$ cat src/rtl/sshc_pkg.sv
// Shared types, constants and codes for the strip seed hit clusterer.
// No dependencies; the other design files but sshc_ram, and the bench, import this package.
package sshc_pkg;

    // Sizing
    localparam int MAX_CLUSTER = 32;
    localparam int CHANNELS    = 256;
    localparam int ADC_BITS    = 16;
    localparam int IDX_W       = (MAX_CLUSTER > 1) ? $clog2(MAX_CLUSTER) : 1;
    localparam int CNT_W       = $clog2(MAX_CLUSTER + 1);

    // Field widths
    localparam int CH_W    = 8;
    localparam int ADC_W   = 16;
    localparam int MEAN_W  = 20;
    localparam int WIDTH_W = 16;
    localparam int CLNUM_W = 7;
    localparam int FACT_W  = 8;
    localparam int HIT_W   = CH_W + ADC_W + MEAN_W + WIDTH_W;

    localparam logic [ADC_W-1:0] ADC_MASK = ADC_W'((32'd1 << ADC_BITS) - 1);

    // Configuration port
    localparam int PADDR_W = 6;
    localparam int PDATA_W = 64;

    typedef enum logic [2:0] {
        REG_HIT_FACTOR  = 3'd0,
        REG_SEED_FACTOR = 3'd1,
        REG_MASK_0      = 3'd2,
        REG_MASK_1      = 3'd3,
        REG_MASK_2      = 3'd4,
        REG_MASK_3      = 3'd5
    } reg_idx_t;

    localparam logic [FACT_W-1:0] HIT_FACTOR_RST  = 8'd48;
    localparam logic [FACT_W-1:0] SEED_FACTOR_RST = 8'd80;

    // Configuration values seen by the datapath
    typedef struct packed {
        logic [FACT_W-1:0]  hit_factor;
        logic [FACT_W-1:0]  seed_factor;
        logic [3:0][63:0]   mask;
    } cfg_t;

    // Controller states
    typedef enum logic [2:0] {
        ST_IDLE,
        ST_EVAL,
        ST_EMIT_GAP,
        ST_APPEND,
        ST_CLOSE_EOE,
        ST_EMIT_EOE
    } state_t;

    // Controller to datapath
    typedef struct packed {
        logic append;
        logic emit;
        logic clear_cluster;
        logic count_inc;
        logic count_zero;
    } cmd_t;

    // Datapath to controller
    typedef struct packed {
        logic hit;
        logic close_first;
        logic has_seed;
        logic len_nonzero;
        logic eoe;
        logic emit_done;
    } status_t;

endpackage

$ cat src/rtl/sshc_ram.sv
// Generic single-write, single-read RAM with registered read data.
// No dependencies.
module sshc_ram #(
    parameter int WIDTH = 8,
    parameter int DEPTH = 32
) (
    input  logic                               aclk,
    input  logic                               we,
    input  logic [(DEPTH>1?$clog2(DEPTH):1)-1:0] waddr,
    input  logic [WIDTH-1:0]                   wdata,
    input  logic                               re,
    input  logic [(DEPTH>1?$clog2(DEPTH):1)-1:0] raddr,
    output logic [WIDTH-1:0]                   rdata
);
    logic [WIDTH-1:0] mem [DEPTH];
    logic [WIDTH-1:0] rdata_reg;

    // Write port and registered read port
    always_ff @(posedge aclk) begin
        if (we) begin
            mem[waddr] <= wdata;
        end
        if (re) begin
            rdata_reg <= mem[raddr];
        end
    end

    assign rdata = rdata_reg;
endmodule

$ cat src/rtl/sshc_regs.sv
// APB-style configuration registers: thresholds and channel mask words.
// Depends on sshc_pkg.
module sshc_regs (
    input  logic                           aclk,
    input  logic                           aresetn,
    input  logic                           psel,
    input  logic                           penable,
    input  logic                           pwrite,
    input  logic [sshc_pkg::PADDR_W-1:0]   paddr,
    input  logic [sshc_pkg::PDATA_W-1:0]   pwdata,
    output logic [sshc_pkg::PDATA_W-1:0]   prdata,
    output logic                           pready,
    output sshc_pkg::cfg_t                 cfg
);
    import sshc_pkg::*;

    cfg_t       cfg_reg, cfg_next;
    logic       wr_en;
    reg_idx_t   idx;

    assign pready = 1'b1;
    assign wr_en  = psel && penable && pwrite;
    assign idx    = reg_idx_t'(paddr[5:3]);

    // Register write decode
    always_comb begin
        cfg_next = cfg_reg;
        if (wr_en) begin
            case (idx)
                REG_HIT_FACTOR:  cfg_next.hit_factor  = pwdata[FACT_W-1:0];
                REG_SEED_FACTOR: cfg_next.seed_factor = pwdata[FACT_W-1:0];
                REG_MASK_0:      cfg_next.mask[0]     = pwdata;
                REG_MASK_1:      cfg_next.mask[1]     = pwdata;
                REG_MASK_2:      cfg_next.mask[2]     = pwdata;
                REG_MASK_3:      cfg_next.mask[3]     = pwdata;
                default:         cfg_next = cfg_reg;
            endcase
        end
    end

    always_ff @(posedge aclk) begin
        if (!aresetn) begin
            cfg_reg.hit_factor  <= HIT_FACTOR_RST;
            cfg_reg.seed_factor <= SEED_FACTOR_RST;
            cfg_reg.mask        <= '0;
        end else begin
            cfg_reg <= cfg_next;
        end
    end

    // Read mux
    always_comb begin
        case (idx)
            REG_HIT_FACTOR:  prdata = {{(PDATA_W-FACT_W){1'b0}}, cfg_reg.hit_factor};
            REG_SEED_FACTOR: prdata = {{(PDATA_W-FACT_W){1'b0}}, cfg_reg.seed_factor};
            REG_MASK_0:      prdata = cfg_reg.mask[0];
            REG_MASK_1:      prdata = cfg_reg.mask[1];
            REG_MASK_2:      prdata = cfg_reg.mask[2];
            REG_MASK_3:      prdata = cfg_reg.mask[3];
            default:         prdata = '0;
        endcase
    end

    assign cfg = cfg_reg;
endmodule

$ cat src/rtl/sshc_datapath.sv
// Datapath: sample register, threshold compares, cluster state, hit buffer
// and the emit pipeline with its output register. Depends on sshc_pkg, sshc_ram.
module sshc_datapath (
    input  logic                            aclk,
    input  logic                            aresetn,
    input  sshc_pkg::cfg_t                  cfg,
    input  logic                            capture,
    input  logic [sshc_pkg::CH_W-1:0]       s_channel,
    input  logic [sshc_pkg::ADC_W-1:0]      s_adc_value,
    input  logic [sshc_pkg::MEAN_W-1:0]     s_pedestal_mean,
    input  logic [sshc_pkg::WIDTH_W-1:0]    s_pedestal_width,
    input  logic                            s_end_of_event,
    input  sshc_pkg::cmd_t                  cmd,
    output sshc_pkg::status_t               status,
    output logic                            m_valid,
    input  logic                            m_ready,
    output logic [sshc_pkg::CLNUM_W-1:0]    m_cluster_number,
    output logic [sshc_pkg::CH_W-1:0]       m_hit_channel,
    output logic [sshc_pkg::ADC_W-1:0]      m_hit_adc,
    output logic [sshc_pkg::MEAN_W-1:0]     m_hit_pedestal_mean,
    output logic [sshc_pkg::WIDTH_W-1:0]    m_hit_pedestal_width,
    output logic                            m_bad_channel_cluster,
    output logic                            m_golden_gate_cluster,
    output logic                            m_last_of_cluster
);
    import sshc_pkg::*;

    // Sample register
    logic [CH_W-1:0]    ch_reg;
    logic [ADC_W-1:0]   adc_reg;
    logic [MEAN_W-1:0]  mean_reg;
    logic [WIDTH_W-1:0] width_reg;
    logic               eoe_reg;

    // Cluster state
    logic [CNT_W-1:0]   len_reg, len_next;
    logic               phv_reg, phv_next;
    logic [CH_W-1:0]    phc_reg, phc_next;
    logic               seed_reg, seed_next;
    logic               masked_reg, masked_next;
    logic               split_reg, split_next;
    logic               psv_reg, psv_next;
    logic [CH_W-1:0]    psc_reg, psc_next;
    logic [CLNUM_W-1:0] clnum_reg, clnum_next;

    // Emit pipeline
    logic [CNT_W-1:0]   k_reg, k_next;
    logic               rv_reg, rv_next;
    logic [IDX_W-1:0]   ridx_reg;
    logic               ov_reg, ov_next;
    logic               issue, load;
    logic [HIT_W-1:0]   rdata;

    // Output register
    logic [CLNUM_W-1:0] o_clnum_reg;
    logic [HIT_W-1:0]   o_hit_reg;
    logic               o_bad_reg, o_gold_reg, o_last_reg;

    // Compares
    logic signed [25:0] lhs;
    logic [23:0]        rhs_hit, rhs_seed;
    logic               is_hit, is_seed, is_masked, contig, seed_contig;
    logic               ram_we;

    // Capture the accepted item
    always_ff @(posedge aclk) begin
        if (capture) begin
            ch_reg    <= s_channel;
            adc_reg   <= s_adc_value & ADC_MASK;
            mean_reg  <= s_pedestal_mean;
            width_reg <= s_pedestal_width;
            eoe_reg   <= s_end_of_event;
        end
    end

    // Pedestal-subtracted value against factor * width, both in Q.8
    assign lhs      = $signed({2'b00, adc_reg, 8'h00}) - $signed({2'b00, mean_reg, 4'h0});
    assign rhs_hit  = 24'(cfg.hit_factor) * 24'(width_reg);
    assign rhs_seed = 24'(cfg.seed_factor) * 24'(width_reg);
    assign is_hit   = lhs > $signed({2'b00, rhs_hit});
    assign is_seed  = lhs > $signed({2'b00, rhs_seed});

    // Channels beyond the plane count as masked
    assign is_masked = ({1'b0, ch_reg} >= 9'(CHANNELS)) || cfg.mask[ch_reg[7:6]][ch_reg[5:0]];

    assign contig      = phv_reg && ({1'b0, ch_reg} == {1'b0, phc_reg} + 9'd1);
    assign seed_contig = {1'b0, ch_reg} == {1'b0, psc_reg} + 9'd1;

    // Status to controller
    assign status.hit         = is_hit;
    assign status.close_first = (len_reg != '0) &&
                                (!contig || (len_reg >= CNT_W'(MAX_CLUSTER)));
    assign status.has_seed    = seed_reg;
    assign status.len_nonzero = len_reg != '0;
    assign status.eoe         = eoe_reg;
    assign status.emit_done   = (k_reg == len_reg) && !rv_reg;

    // Cluster state update
    always_comb begin
        len_next    = len_reg;
        phv_next    = phv_reg;
        phc_next    = phc_reg;
        seed_next   = seed_reg;
        masked_next = masked_reg;
        split_next  = split_reg;
        psv_next    = psv_reg;
        psc_next    = psc_reg;
        clnum_next  = clnum_reg;
        if (cmd.clear_cluster) begin
            len_next    = '0;
            phv_next    = 1'b0;
            phc_next    = '0;
            seed_next   = 1'b0;
            masked_next = 1'b0;
            split_next  = 1'b0;
            psv_next    = 1'b0;
            psc_next    = '0;
        end
        if (cmd.count_inc) begin
            clnum_next = clnum_reg + CLNUM_W'(1);
        end
        if (cmd.count_zero) begin
            clnum_next = '0;
        end
        if (cmd.append) begin
            if (len_reg < CNT_W'(MAX_CLUSTER)) begin
                len_next = len_reg + CNT_W'(1);
            end
            phv_next = 1'b1;
            phc_next = ch_reg;
            if (is_seed) begin
                seed_next = 1'b1;
                if (psv_reg && !seed_contig) begin
                    split_next = 1'b1;
                end else begin
                    psv_next = 1'b1;
                    psc_next = ch_reg;
                end
            end
            if (is_masked) begin
                masked_next = 1'b1;
            end
        end
    end

    always_ff @(posedge aclk) begin
        if (!aresetn) begin
            len_reg    <= '0;
            phv_reg    <= 1'b0;
            phc_reg    <= '0;
            seed_reg   <= 1'b0;
            masked_reg <= 1'b0;
            split_reg  <= 1'b0;
            psv_reg    <= 1'b0;
            psc_reg    <= '0;
            clnum_reg  <= '0;
        end else begin
            len_reg    <= len_next;
            phv_reg    <= phv_next;
            phc_reg    <= phc_next;
            seed_reg   <= seed_next;
            masked_reg <= masked_next;
            split_reg  <= split_next;
            psv_reg    <= psv_next;
            psc_reg    <= psc_next;
            clnum_reg  <= clnum_next;
        end
    end

    // Hit buffer
    assign ram_we = cmd.append && (len_reg < CNT_W'(MAX_CLUSTER));

    sshc_ram #(
        .WIDTH (HIT_W),
        .DEPTH (MAX_CLUSTER)
    ) u_hit_ram (
        .aclk  (aclk),
        .we    (ram_we),
        .waddr (len_reg[IDX_W-1:0]),
        .wdata ({ch_reg, adc_reg, mean_reg, width_reg}),
        .re    (issue),
        .raddr (k_reg[IDX_W-1:0]),
        .rdata (rdata)
    );

    // Emit pipeline: read stage feeding the output register, one hit a cycle unless m_ready stalls
    assign load  = rv_reg && (!ov_reg || m_ready);
    assign issue = cmd.emit && (k_reg < len_reg) && (!rv_reg || load);

    always_comb begin
        k_next = k_reg;
        if (cmd.clear_cluster) begin
            k_next = '0;
        end else if (issue) begin
            k_next = k_reg + CNT_W'(1);
        end
        rv_next = issue ? 1'b1 : (load ? 1'b0 : rv_reg);
        ov_next = load ? 1'b1 : (m_ready ? 1'b0 : ov_reg);
    end

    always_ff @(posedge aclk) begin
        if (!aresetn) begin
            k_reg  <= '0;
            rv_reg <= 1'b0;
            ov_reg <= 1'b0;
        end else begin
            k_reg  <= k_next;
            rv_reg <= rv_next;
            ov_reg <= ov_next;
        end
    end

    always_ff @(posedge aclk) begin
        if (issue) begin
            ridx_reg <= k_reg[IDX_W-1:0];
        end
        if (load) begin
            o_clnum_reg <= clnum_reg;
            o_hit_reg   <= rdata;
            o_bad_reg   <= masked_reg;
            o_gold_reg  <= split_reg;
            o_last_reg  <= ({1'b0, ridx_reg} + (IDX_W+1)'(1)) == (IDX_W+1)'(len_reg);
        end
    end

    // Result channel
    assign m_valid               = ov_reg;
    assign m_cluster_number      = o_clnum_reg;
    assign m_hit_channel         = o_hit_reg[HIT_W-1 -: CH_W];
    assign m_hit_adc             = o_hit_reg[MEAN_W+WIDTH_W +: ADC_W];
    assign m_hit_pedestal_mean   = o_hit_reg[WIDTH_W +: MEAN_W];
    assign m_hit_pedestal_width  = o_hit_reg[WIDTH_W-1:0];
    assign m_bad_channel_cluster = o_bad_reg;
    assign m_golden_gate_cluster = o_gold_reg;
    assign m_last_of_cluster     = o_last_reg;
endmodule

$ cat src/rtl/sshc_ctrl.sv
// Controller: sequences evaluation, cluster close, append and end of event.
// Depends on sshc_pkg.
module sshc_ctrl (
    input  logic                aclk,
    input  logic                aresetn,
    input  logic                s_valid,
    output logic                s_ready,
    input  sshc_pkg::status_t   status,
    output sshc_pkg::cmd_t      cmd
);
    import sshc_pkg::*;

    state_t state_reg, state_next;
    logic   emit_seeded;

    assign emit_seeded = status.len_nonzero && status.has_seed;

    // Next state
    always_comb begin
        state_next = state_reg;
        case (state_reg)
            ST_IDLE: begin
                if (s_valid) state_next = ST_EVAL;
            end
            ST_EVAL: begin
                if (status.hit) begin
                    if (status.close_first && status.has_seed) state_next = ST_EMIT_GAP;
                    else                                       state_next = ST_APPEND;
                end else if (status.eoe) begin
                    state_next = ST_CLOSE_EOE;
                end else begin
                    state_next = ST_IDLE;
                end
            end
            ST_EMIT_GAP: begin
                if (status.emit_done) state_next = ST_APPEND;
            end
            ST_APPEND: begin
                state_next = status.eoe ? ST_CLOSE_EOE : ST_IDLE;
            end
            ST_CLOSE_EOE: begin
                state_next = emit_seeded ? ST_EMIT_EOE : ST_IDLE;
            end
            ST_EMIT_EOE: begin
                if (status.emit_done) state_next = ST_IDLE;
            end
            default: state_next = ST_IDLE;
        endcase
    end

    // Outputs
    always_comb begin
        cmd     = '0;
        s_ready = 1'b0;
        case (state_reg)
            ST_IDLE: begin
                s_ready = 1'b1;
            end
            ST_EVAL: begin
                // unseeded cluster closed by a gap or a full buffer is dropped
                cmd.clear_cluster = status.hit && status.close_first && !status.has_seed;
            end
            ST_EMIT_GAP: begin
                cmd.emit          = 1'b1;
                cmd.clear_cluster = status.emit_done;
                cmd.count_inc     = status.emit_done;
            end
            ST_APPEND: begin
                cmd.append = 1'b1;
            end
            ST_CLOSE_EOE: begin
                cmd.clear_cluster = !emit_seeded;
                cmd.count_zero    = !emit_seeded;
            end
            ST_EMIT_EOE: begin
                cmd.emit          = 1'b1;
                cmd.clear_cluster = status.emit_done;
                cmd.count_zero    = status.emit_done;
            end
            default: begin
                cmd = '0;
            end
        endcase
    end

    always_ff @(posedge aclk) begin
        if (!aresetn) begin
            state_reg <= ST_IDLE;
        end else begin
            state_reg <= state_next;
        end
    end
endmodule

$ cat src/rtl/strip_seed_hit_clusterer.sv
// Strip seed hit clusterer: one channel sample per item, seeded clusters out hit by hit.
// Each sample is evaluated, and appended if it is a hit, before the next one is taken;
// end of event adds a close step. Closing a seeded cluster holds the input while its hits
// are read out through the single read port of the hit buffer; m_ready stalls hold it longer.
// The hits of a closed cluster pass the hit buffer read stage and then the output register.
// Reset: synchronous active-low aresetn clears control and cluster state, loads
// hit_factor 48, seed_factor 80, masks 0. The hit buffer is not cleared.
module strip_seed_hit_clusterer (
    input  logic                            aclk,
    input  logic                            aresetn,
    // configuration
    input  logic                            psel,
    input  logic                            penable,
    input  logic                            pwrite,
    input  logic [sshc_pkg::PADDR_W-1:0]    paddr,
    input  logic [sshc_pkg::PDATA_W-1:0]    pwdata,
    output logic [sshc_pkg::PDATA_W-1:0]    prdata,
    output logic                            pready,
    // sample items
    input  logic                            s_valid,
    output logic                            s_ready,
    input  logic [sshc_pkg::CH_W-1:0]       s_channel,
    input  logic [sshc_pkg::ADC_W-1:0]      s_adc_value,
    input  logic [sshc_pkg::MEAN_W-1:0]     s_pedestal_mean,
    input  logic [sshc_pkg::WIDTH_W-1:0]    s_pedestal_width,
    input  logic                            s_end_of_event,
    // hit items
    output logic                            m_valid,
    input  logic                            m_ready,
    output logic [sshc_pkg::CLNUM_W-1:0]    m_cluster_number,
    output logic [sshc_pkg::CH_W-1:0]       m_hit_channel,
    output logic [sshc_pkg::ADC_W-1:0]      m_hit_adc,
    output logic [sshc_pkg::MEAN_W-1:0]     m_hit_pedestal_mean,
    output logic [sshc_pkg::WIDTH_W-1:0]    m_hit_pedestal_width,
    output logic                            m_bad_channel_cluster,
    output logic                            m_golden_gate_cluster,
    output logic                            m_last_of_cluster
);
    import sshc_pkg::*;

    cfg_t    cfg;
    cmd_t    cmd;
    status_t status;
    logic    capture;

    assign capture = s_valid && s_ready;

    sshc_regs u_regs (
        .aclk    (aclk),
        .aresetn (aresetn),
        .psel    (psel),
        .penable (penable),
        .pwrite  (pwrite),
        .paddr   (paddr),
        .pwdata  (pwdata),
        .prdata  (prdata),
        .pready  (pready),
        .cfg     (cfg)
    );

    sshc_ctrl u_ctrl (
        .aclk    (aclk),
        .aresetn (aresetn),
        .s_valid (s_valid),
        .s_ready (s_ready),
        .status  (status),
        .cmd     (cmd)
    );

    sshc_datapath u_dp (
        .aclk                  (aclk),
        .aresetn               (aresetn),
        .cfg                   (cfg),
        .capture               (capture),
        .s_channel             (s_channel),
        .s_adc_value           (s_adc_value),
        .s_pedestal_mean       (s_pedestal_mean),
        .s_pedestal_width      (s_pedestal_width),
        .s_end_of_event        (s_end_of_event),
        .cmd                   (cmd),
        .status                (status),
        .m_valid               (m_valid),
        .m_ready               (m_ready),
        .m_cluster_number      (m_cluster_number),
        .m_hit_channel         (m_hit_channel),
        .m_hit_adc             (m_hit_adc),
        .m_hit_pedestal_mean   (m_hit_pedestal_mean),
        .m_hit_pedestal_width  (m_hit_pedestal_width),
        .m_bad_channel_cluster (m_bad_channel_cluster),
        .m_golden_gate_cluster (m_golden_gate_cluster),
        .m_last_of_cluster     (m_last_of_cluster)
    );

    // No new item is taken while a cluster is being read out
    a_no_accept_in_emit: assert property (@(posedge aclk) disable iff (!aresetn)
        s_ready |-> !cmd.emit)
        else $error("item accepted during cluster readout");

    // An accepted item always moves the controller on to evaluation, where it is not ready
    a_busy_after_accept: assert property (@(posedge aclk) disable iff (!aresetn)
        (s_valid && s_ready) |=> !s_ready)
        else $error("controller ready right after accept");

    // Counting a cluster always goes with closing it
    a_count_with_clear: assert property (@(posedge aclk) disable iff (!aresetn)
        (cmd.count_inc || cmd.count_zero) |-> cmd.clear_cluster)
        else $error("cluster count changed without a close");

    // Appending never overlaps a readout: the read pointer is back at the start
    a_append_not_emit: assert property (@(posedge aclk) disable iff (!aresetn)
        cmd.append |-> (!cmd.emit && (u_dp.k_reg == '0)))
        else $error("append while readout in flight");
endmodule

$ cat config.mk
export PLATFORM = sky130hd
export DESIGN_NAME = strip_seed_hit_clusterer
export DESIGN_NICKNAME = d
export VERILOG_FILES = /design/src/rtl/sshc_pkg.sv /design/src/rtl/sshc_ram.sv /design/src/rtl/sshc_regs.sv /design/src/rtl/sshc_datapath.sv /design/src/rtl/sshc_ctrl.sv /design/src/rtl/strip_seed_hit_clusterer.sv
export SDC_FILE = /design/constraint.sdc
export NUM_CORES = 2
export LEC_CHECK = 0
export BUFFER_PORTS_ARGS = -buffer_cell sky130_fd_sc_hd__buf_2
export CAP_MARGIN = 10
export CORE_MARGIN = 3
export CORE_UTILIZATION = 60
export CTS_BUF_LIST = sky130_fd_sc_hd__clkbuf_4 sky130_fd_sc_hd__clkbuf_8
export DETAILED_ROUTE_END_ITERATION = 7
export PLACE_DENSITY = 0.85
export SETUP_SLACK_MARGIN = 0.4
export SYNTH_ARGS = -nofsm -noshare
export SYNTH_HDL_FRONTEND = slang
export SYNTH_SLANG_ARGS = --single-unit
$ cat constraint.sdc
create_clock -name aclk -period 11.3 [get_ports aclk]
set_clock_uncertainty 0.1 [all_clocks]
set_input_delay 2.825 -clock aclk [delete_from_list [all_inputs] [get_ports aclk]]
set_output_delay 2.825 -clock aclk [all_outputs]
set_load 0.03 [all_outputs]
Word level (Yosys, flattened, before mapping)
Memories as Yosys holds them, arrays and structs flattened. A register that Yosys moved wholly into a read port is not among the register bits. Cells that the tools add are included.

RAM bits: 1920. Register bits: 453. Memories kept: 1. Input port bits: 138.

Equal/unequal tests: 17. Magnitude comparators: 7. Reduce and logical (&&, ||, !) cells: 40. Add/sub/neg operators: 7. Bitwise logic cells: 1. $mul: 2. Mux-type cells: 50.

Memories: u_dp.u_hit_ram.mem (depth 32, bits a word 60, read ports 1, clocked after Yosys merged registers in 1, wr ports 1, line sshc_ram.sv:15) `logic [WIDTH-1:0] mem [DEPTH];`.

Operators by type and width (count): $pmux W64 S6 (1); $bmux W64 S2 (1); $mux W64 (1); $gt A26 B25 Y1 (2); $mul A8 B16 Y24 (2); $mux W8 (6); $mux W1 (28); $sub A24 B24 Y25 (1); $add A8 B1 Y9 const B (2); $eq A8 B9 Y1 (2); $mux W3 (6); $mux W6 (3); $pmux W3 S6 (1); $logic_and A1 B1 Y1 (15); $add A6 B1 Y6 const B (2); $eq A3 B2 Y1 const B (4); $eq A3 B3 Y1 const B (4); $eq A6 B6 Y1 (2); $reduce_and A2 Y1 (6); $add A7 B1 Y7 const B (1); $lt A6 B7 Y1 const B (1); $add A5 B1 Y6 const B (1); $bmux W1 S6 (1); $eq A3 B1 Y1 const B (2); 16 further kinds (29).

Logic depth before layout (Yosys ltp)
Depth in word-level cells: 13. Gate-level depth with buffers: 29. Mapped depth without buffers: 27.

Hierarchy
Synthesis repeated with hierarchy kept, for this count alone.

Cells, all modules: 7208. Area, all modules: 107296.7 um^2.

By module, submodules not included: sshc_ram (cells an instance 4195, seq. area each 59457.0 um^2, area each 76469.6 um^2, times used 1); sshc_datapath (cells an instance 1766, seq. area each 4924.7 um^2, area each 18431.4 um^2, times used 1); sshc_regs (cells an instance 1207, seq. area each 5445.2 um^2, area each 12092.8 um^2, times used 1); sshc_ctrl (cells an instance 39, seq. area each 60.1 um^2, area each 296.5 um^2, times used 1); strip_seed_hit_clusterer (cells an instance 1, seq. area each 0.0 um^2, area each 6.3 um^2, times used 1).

Worst setup path after synthesis
OpenSTA, ideal clock, no wires.

Path type: in2out. Start point: in paddr[4] (netlist name). End point: out prdata[33] (netlist name). Stages: 7. Arrival time: 4.506 ns. Setup slack: 3.869 ns. Buffers on the path: 3. Required time: 8.375 ns. Cell sequence: clkbuf_1 inv_1 nor3_1 clkbuf_1 buf_1 a22o_1 a221o_1.

Longest elaborated chain between the ends: 2. Elaborated cells between the ends (all ways): 7. Those cells by class: eq/ne: 5; mux: 1; reduce/logical: 1.

RTL lines: start, declared (line strip_seed_hit_clusterer.sv:15) `input logic [sshc_pkg::PADDR_W-1:0] paddr,`; $eq A3 B3 Y1 (tied with other cells) (line sshc_regs.sv:53) `case (idx)`; $pmux W64 S6 * (line sshc_regs.sv:53); end, declared (line strip_seed_hit_clusterer.sv:17) `output logic [sshc_pkg::PDATA_W-1:0] prdata,`.

Mark *: on every way between the ends. The rest lies on a longest branch, timed or not.

Worst setup path after layout
Start point: in paddr[3] (netlist name). End point: out prdata[12] (netlist name).

The elaborated chain is that of the path after synthesis.

==> impl_metrics.csv <==
group,metric,value,unit
drt,drcViolationCount,0,
power,powerDensity,166.7,nW/um^2
clocking,clkTransAtPathRegs,60,ps
die,die_w,421.6,um
timing,maxSlewViolCount,0,
synthesis,synth_most_common_cell,"edfxtp_1",
timing,hold_viol,0,
grt,grt_overflow_total,0,
place,dpl.cell_count,8277,
clocking,cts_tree,"built",
worst_hold_path,hp-class,"reg -> reg",
synthesis,synthTopCellsByCount,"edfxtp_1, nand2_1, mux4_2, a21oi_1, dfxtp_1",
grt,grt_max_degree,164,
cells_and_area,largest_register_ffs,1920,
timing,setup_viol,0,
setup_path,required,8380,ps
setup_path,crit_arrival,5530,ps
drt,drt.antenna.violating_nets,0,
clocking,cts.path.max_buffers,4,
synthesis,ys_async_sr_fraction,0,%
synthesis,ys.flop_type,"edfxtp_1",
place,port_buffers,270,
drt,routedWlPerCell,31.97,um
job,drv_cap,0,
die,dieHeight,421.6,um
synthesis,synth.net_count,6405,
synthesis,yosys-top-cells-area,"edfxtp_1, mux4_2, dfxtp_1",
drt,drt_iter0_drc,9674,
power,power.internal,0.01450,W
timing,min_period_over_period,74.86,%
setup_path,end_kind,"output pin",
power,seq_power_share,52.8,%
power,p_sw_share,24.40,%
place,gp_congestion,0.8780,
place,post-place-ws,2989,ps
clocking,cts_setup_buffers,0,
setup_path,reg2reg_to,"u_dp.psc_reg[2]$_SDFF_PN0_",
timing,worst_slew_pin_slew,1359,ps
drt,vias,61040,
cells_and_area,syn2layout_area_growth,11.06,%
synthesis,synth_top_area_share,61.31,%
power,p_total,0.01918,W
power,p_sw,0.004680,W
synthesis,avgSynthCellArea,17.45,sq um
cells_and_area,finalNonFillerCells,8942,
clocking,cts-resized-gates,0,
run_status,status,"completed",
cells_and_area,final_nets,6834,
clocking,htreeDepth,5,
setup_path,r2r_cells,25,
die,die_area,177800,sq um
synthesis,synthDistinctLibCells,77,
synthesis,synthCells,5939,
timing,max_freq,118.2,MHz
clocking,clk_latency,1110,ps
timing,setup_tns,0,ps
die,rows,151,
synthesis,synth_warnings,0,
timing,relSlewSlack,9.189,%
setup_path,path_max_fanout,34,
synthesis,syn_area,103600,sq um
setup_path,reg2reg_from,"u_regs.cfg[261]$_SDFFE_PN0P_",
cells_and_area,drive_gt1_share,26.79,%
synthesis,synth_seq_cells,2433,
synthesis,yosysSeqAreaShare,67.44,%
grt,grt_pass1_wl,417.4,mm
clocking,clock-sinks,2433,
timing,setup_ws,2841,ps
timing,finalCriticalPeriod,8459,ps
power,p_leak,37.59,nW
grt,grt_usage,32.19,%
power,clkPwrFrac,38.2,%
drt,first_pass_iters,7,
worst_hold_path,holdPathEnd,"u_dp.o_hit_reg[9]$_DFFE_PP_",
setup_path,r2r_setup_slack,3480,ps
power,peakVddDrop,0.0001502,V
die,io_pins,275,
die,core,170600,sq um
die,start_util,60.75,%
setup_path,critPathKind,"in -> out",
worst_hold_path,hold_path_startpoint,"u_dp.u_hit_ram.rdata[9]$_DFFE_PP_",
clocking,cts_buffers,380,
drt,wirelength,285.9,mm
synthesis,synth_edf_count,2116,
power,p_comb_share,9.1,%
synthesis,yosysTopAreaCell,"edfxtp_1",
grt,antenna_found_initial,30,
grt,grt_pass1_vias,62020,
worst_hold_path,min_delay_path_depth,0,
setup_path,crit_start,"paddr[3]",
drt,viasPerCell,6.826,
clocking,cts_root_buffer,"clkbuf_8",
place,dp_hpwl,154.8,mm
setup_path,crit_path_start_kind,"input pin",
timing,hold_slack,300.5,ps
timing,rsz0062_at_grt,"false",
clocking,cts_hold_buf,0,
## cells in the final DEF (no fill, tap or decap), drive strengths merged, types with 14 or more instances in the layout
| master | count |
|---|---|
| inv | 231 |
| buf | 380 |
| o21ai | 52 |
| a31oi | 16 |
| ha | 160 |
| nor3 | 23 |
| clkbuf | 514 |
| xor2 | 35 |
| nor2 | 106 |
| nand2b | 15 |
| clkinv | 102 |
| a221o | 56 |
| diode | 21 |
| a21oi | 324 |
| dfxtp | 317 |
| nand2 | 693 |
| edfxtp | 2116 |
| a22o | 58 |
| bufinv | 14 |
| a21o | 18 |
| and2 | 169 |
| mux2 | 69 |
| o22ai | 18 |
| xnor2 | 41 |
| mux4 | 682 |
| mux2i | 24 |
| nand3 | 48 |
| fa | 168 |
## critical path: stages
cell	delay [ps]
buf_2	450
nor2b_1	310
and2_2	670
buf_4	570
a22o_1	210
a221o_1	200
buf_2	240
## metrics by stage
| step | instance area, sq um | utilization, % |
|---|---|---|
| 3_3_place_gp | 107700 | 63.11 |
| 6_report | 115100 | 67.47 |
| 4_1_cts | 114900 | 67.38 |
| 3_5_place_dp | 107700 | 63.11 |
| 5_1_grt | 115100 | 67.45 |
| 2_1_floorplan | 103600 | - |
## final cells by class
| cell class | count | area [sq um] |
|---|---|---|
| flip-flops and latches | 2433 | 69910 |
| fillers | 10060 | 55500 |
| diodes | 21 | 52.55 |
| well taps | 2295 | 2872 |
| clock buffers | 514 | 6342 |
| clock inverters | 126 | 928.4 |
| repair buffers | 380 | 2300 |
| multi-input cells | 2944 | 31830 |
| inverters | 229 | 867.1 |
## worst max path at each step
stage / to / slack, ps / cells past startpoint
2_1_floorplan: prdata[33] / 3870 / 7
3_3_place_gp: prdata[14] / 2980 / 7
3_5_place_dp: prdata[14] / 2990 / 7
4_1_cts: prdata[14] / 2960 / 7
5_1_grt: prdata[12] / 2810 / 7
6_report: prdata[12] / 2840 / 7
## power groups by stage
| stage | registers [W] | logic (W) | clock network [W] |
|---|---|---|---|
| final | 0.0101 | 0.00174 | 0.00732 |
| after global routing | 0.0101 | 0.00190 | 0.00773 |
| after CTS | 0.0101 | 0.00168 | 0.00734 |
| after detailed placement | 0.0103 | 0.00165 | 0 |
| after global placement | 0.0103 | 0.00156 | 0 |
| after floorplan | 0.0103 | 0.00103 | 0 |
## logic make-up (layout without fill, tap and decap cells)
logic type                 Yosys count  count (layout)  share of synthesized area (%)
muxes                              775             775                          15.80
adders and majority gates          328             328                          5.177
other                                1              22                       0.003618
xor gates and xnor gates            76              76                         0.6423
buffers and inverters              562            1249                          2.148
DFF                               2433            2433                          67.44
AOI/OAI and AO/OA                  641             641                          3.989
and+or+nand+nor                   1123            1123                          4.803
## layer usage
layer | part of all wire [%] | vias up | track usage (%)
met3 | 12 | 1137 | 8.965
met4 | 6.0 | 22 | 16.88
li1 | - | 24030 | -
met2 | 48 | 5177 | 51.00
met1 | 33 | 30670 | 41.06
met5 | 0.052 | - | 0
No activity file was read; power rests on OpenSTA's default activity.
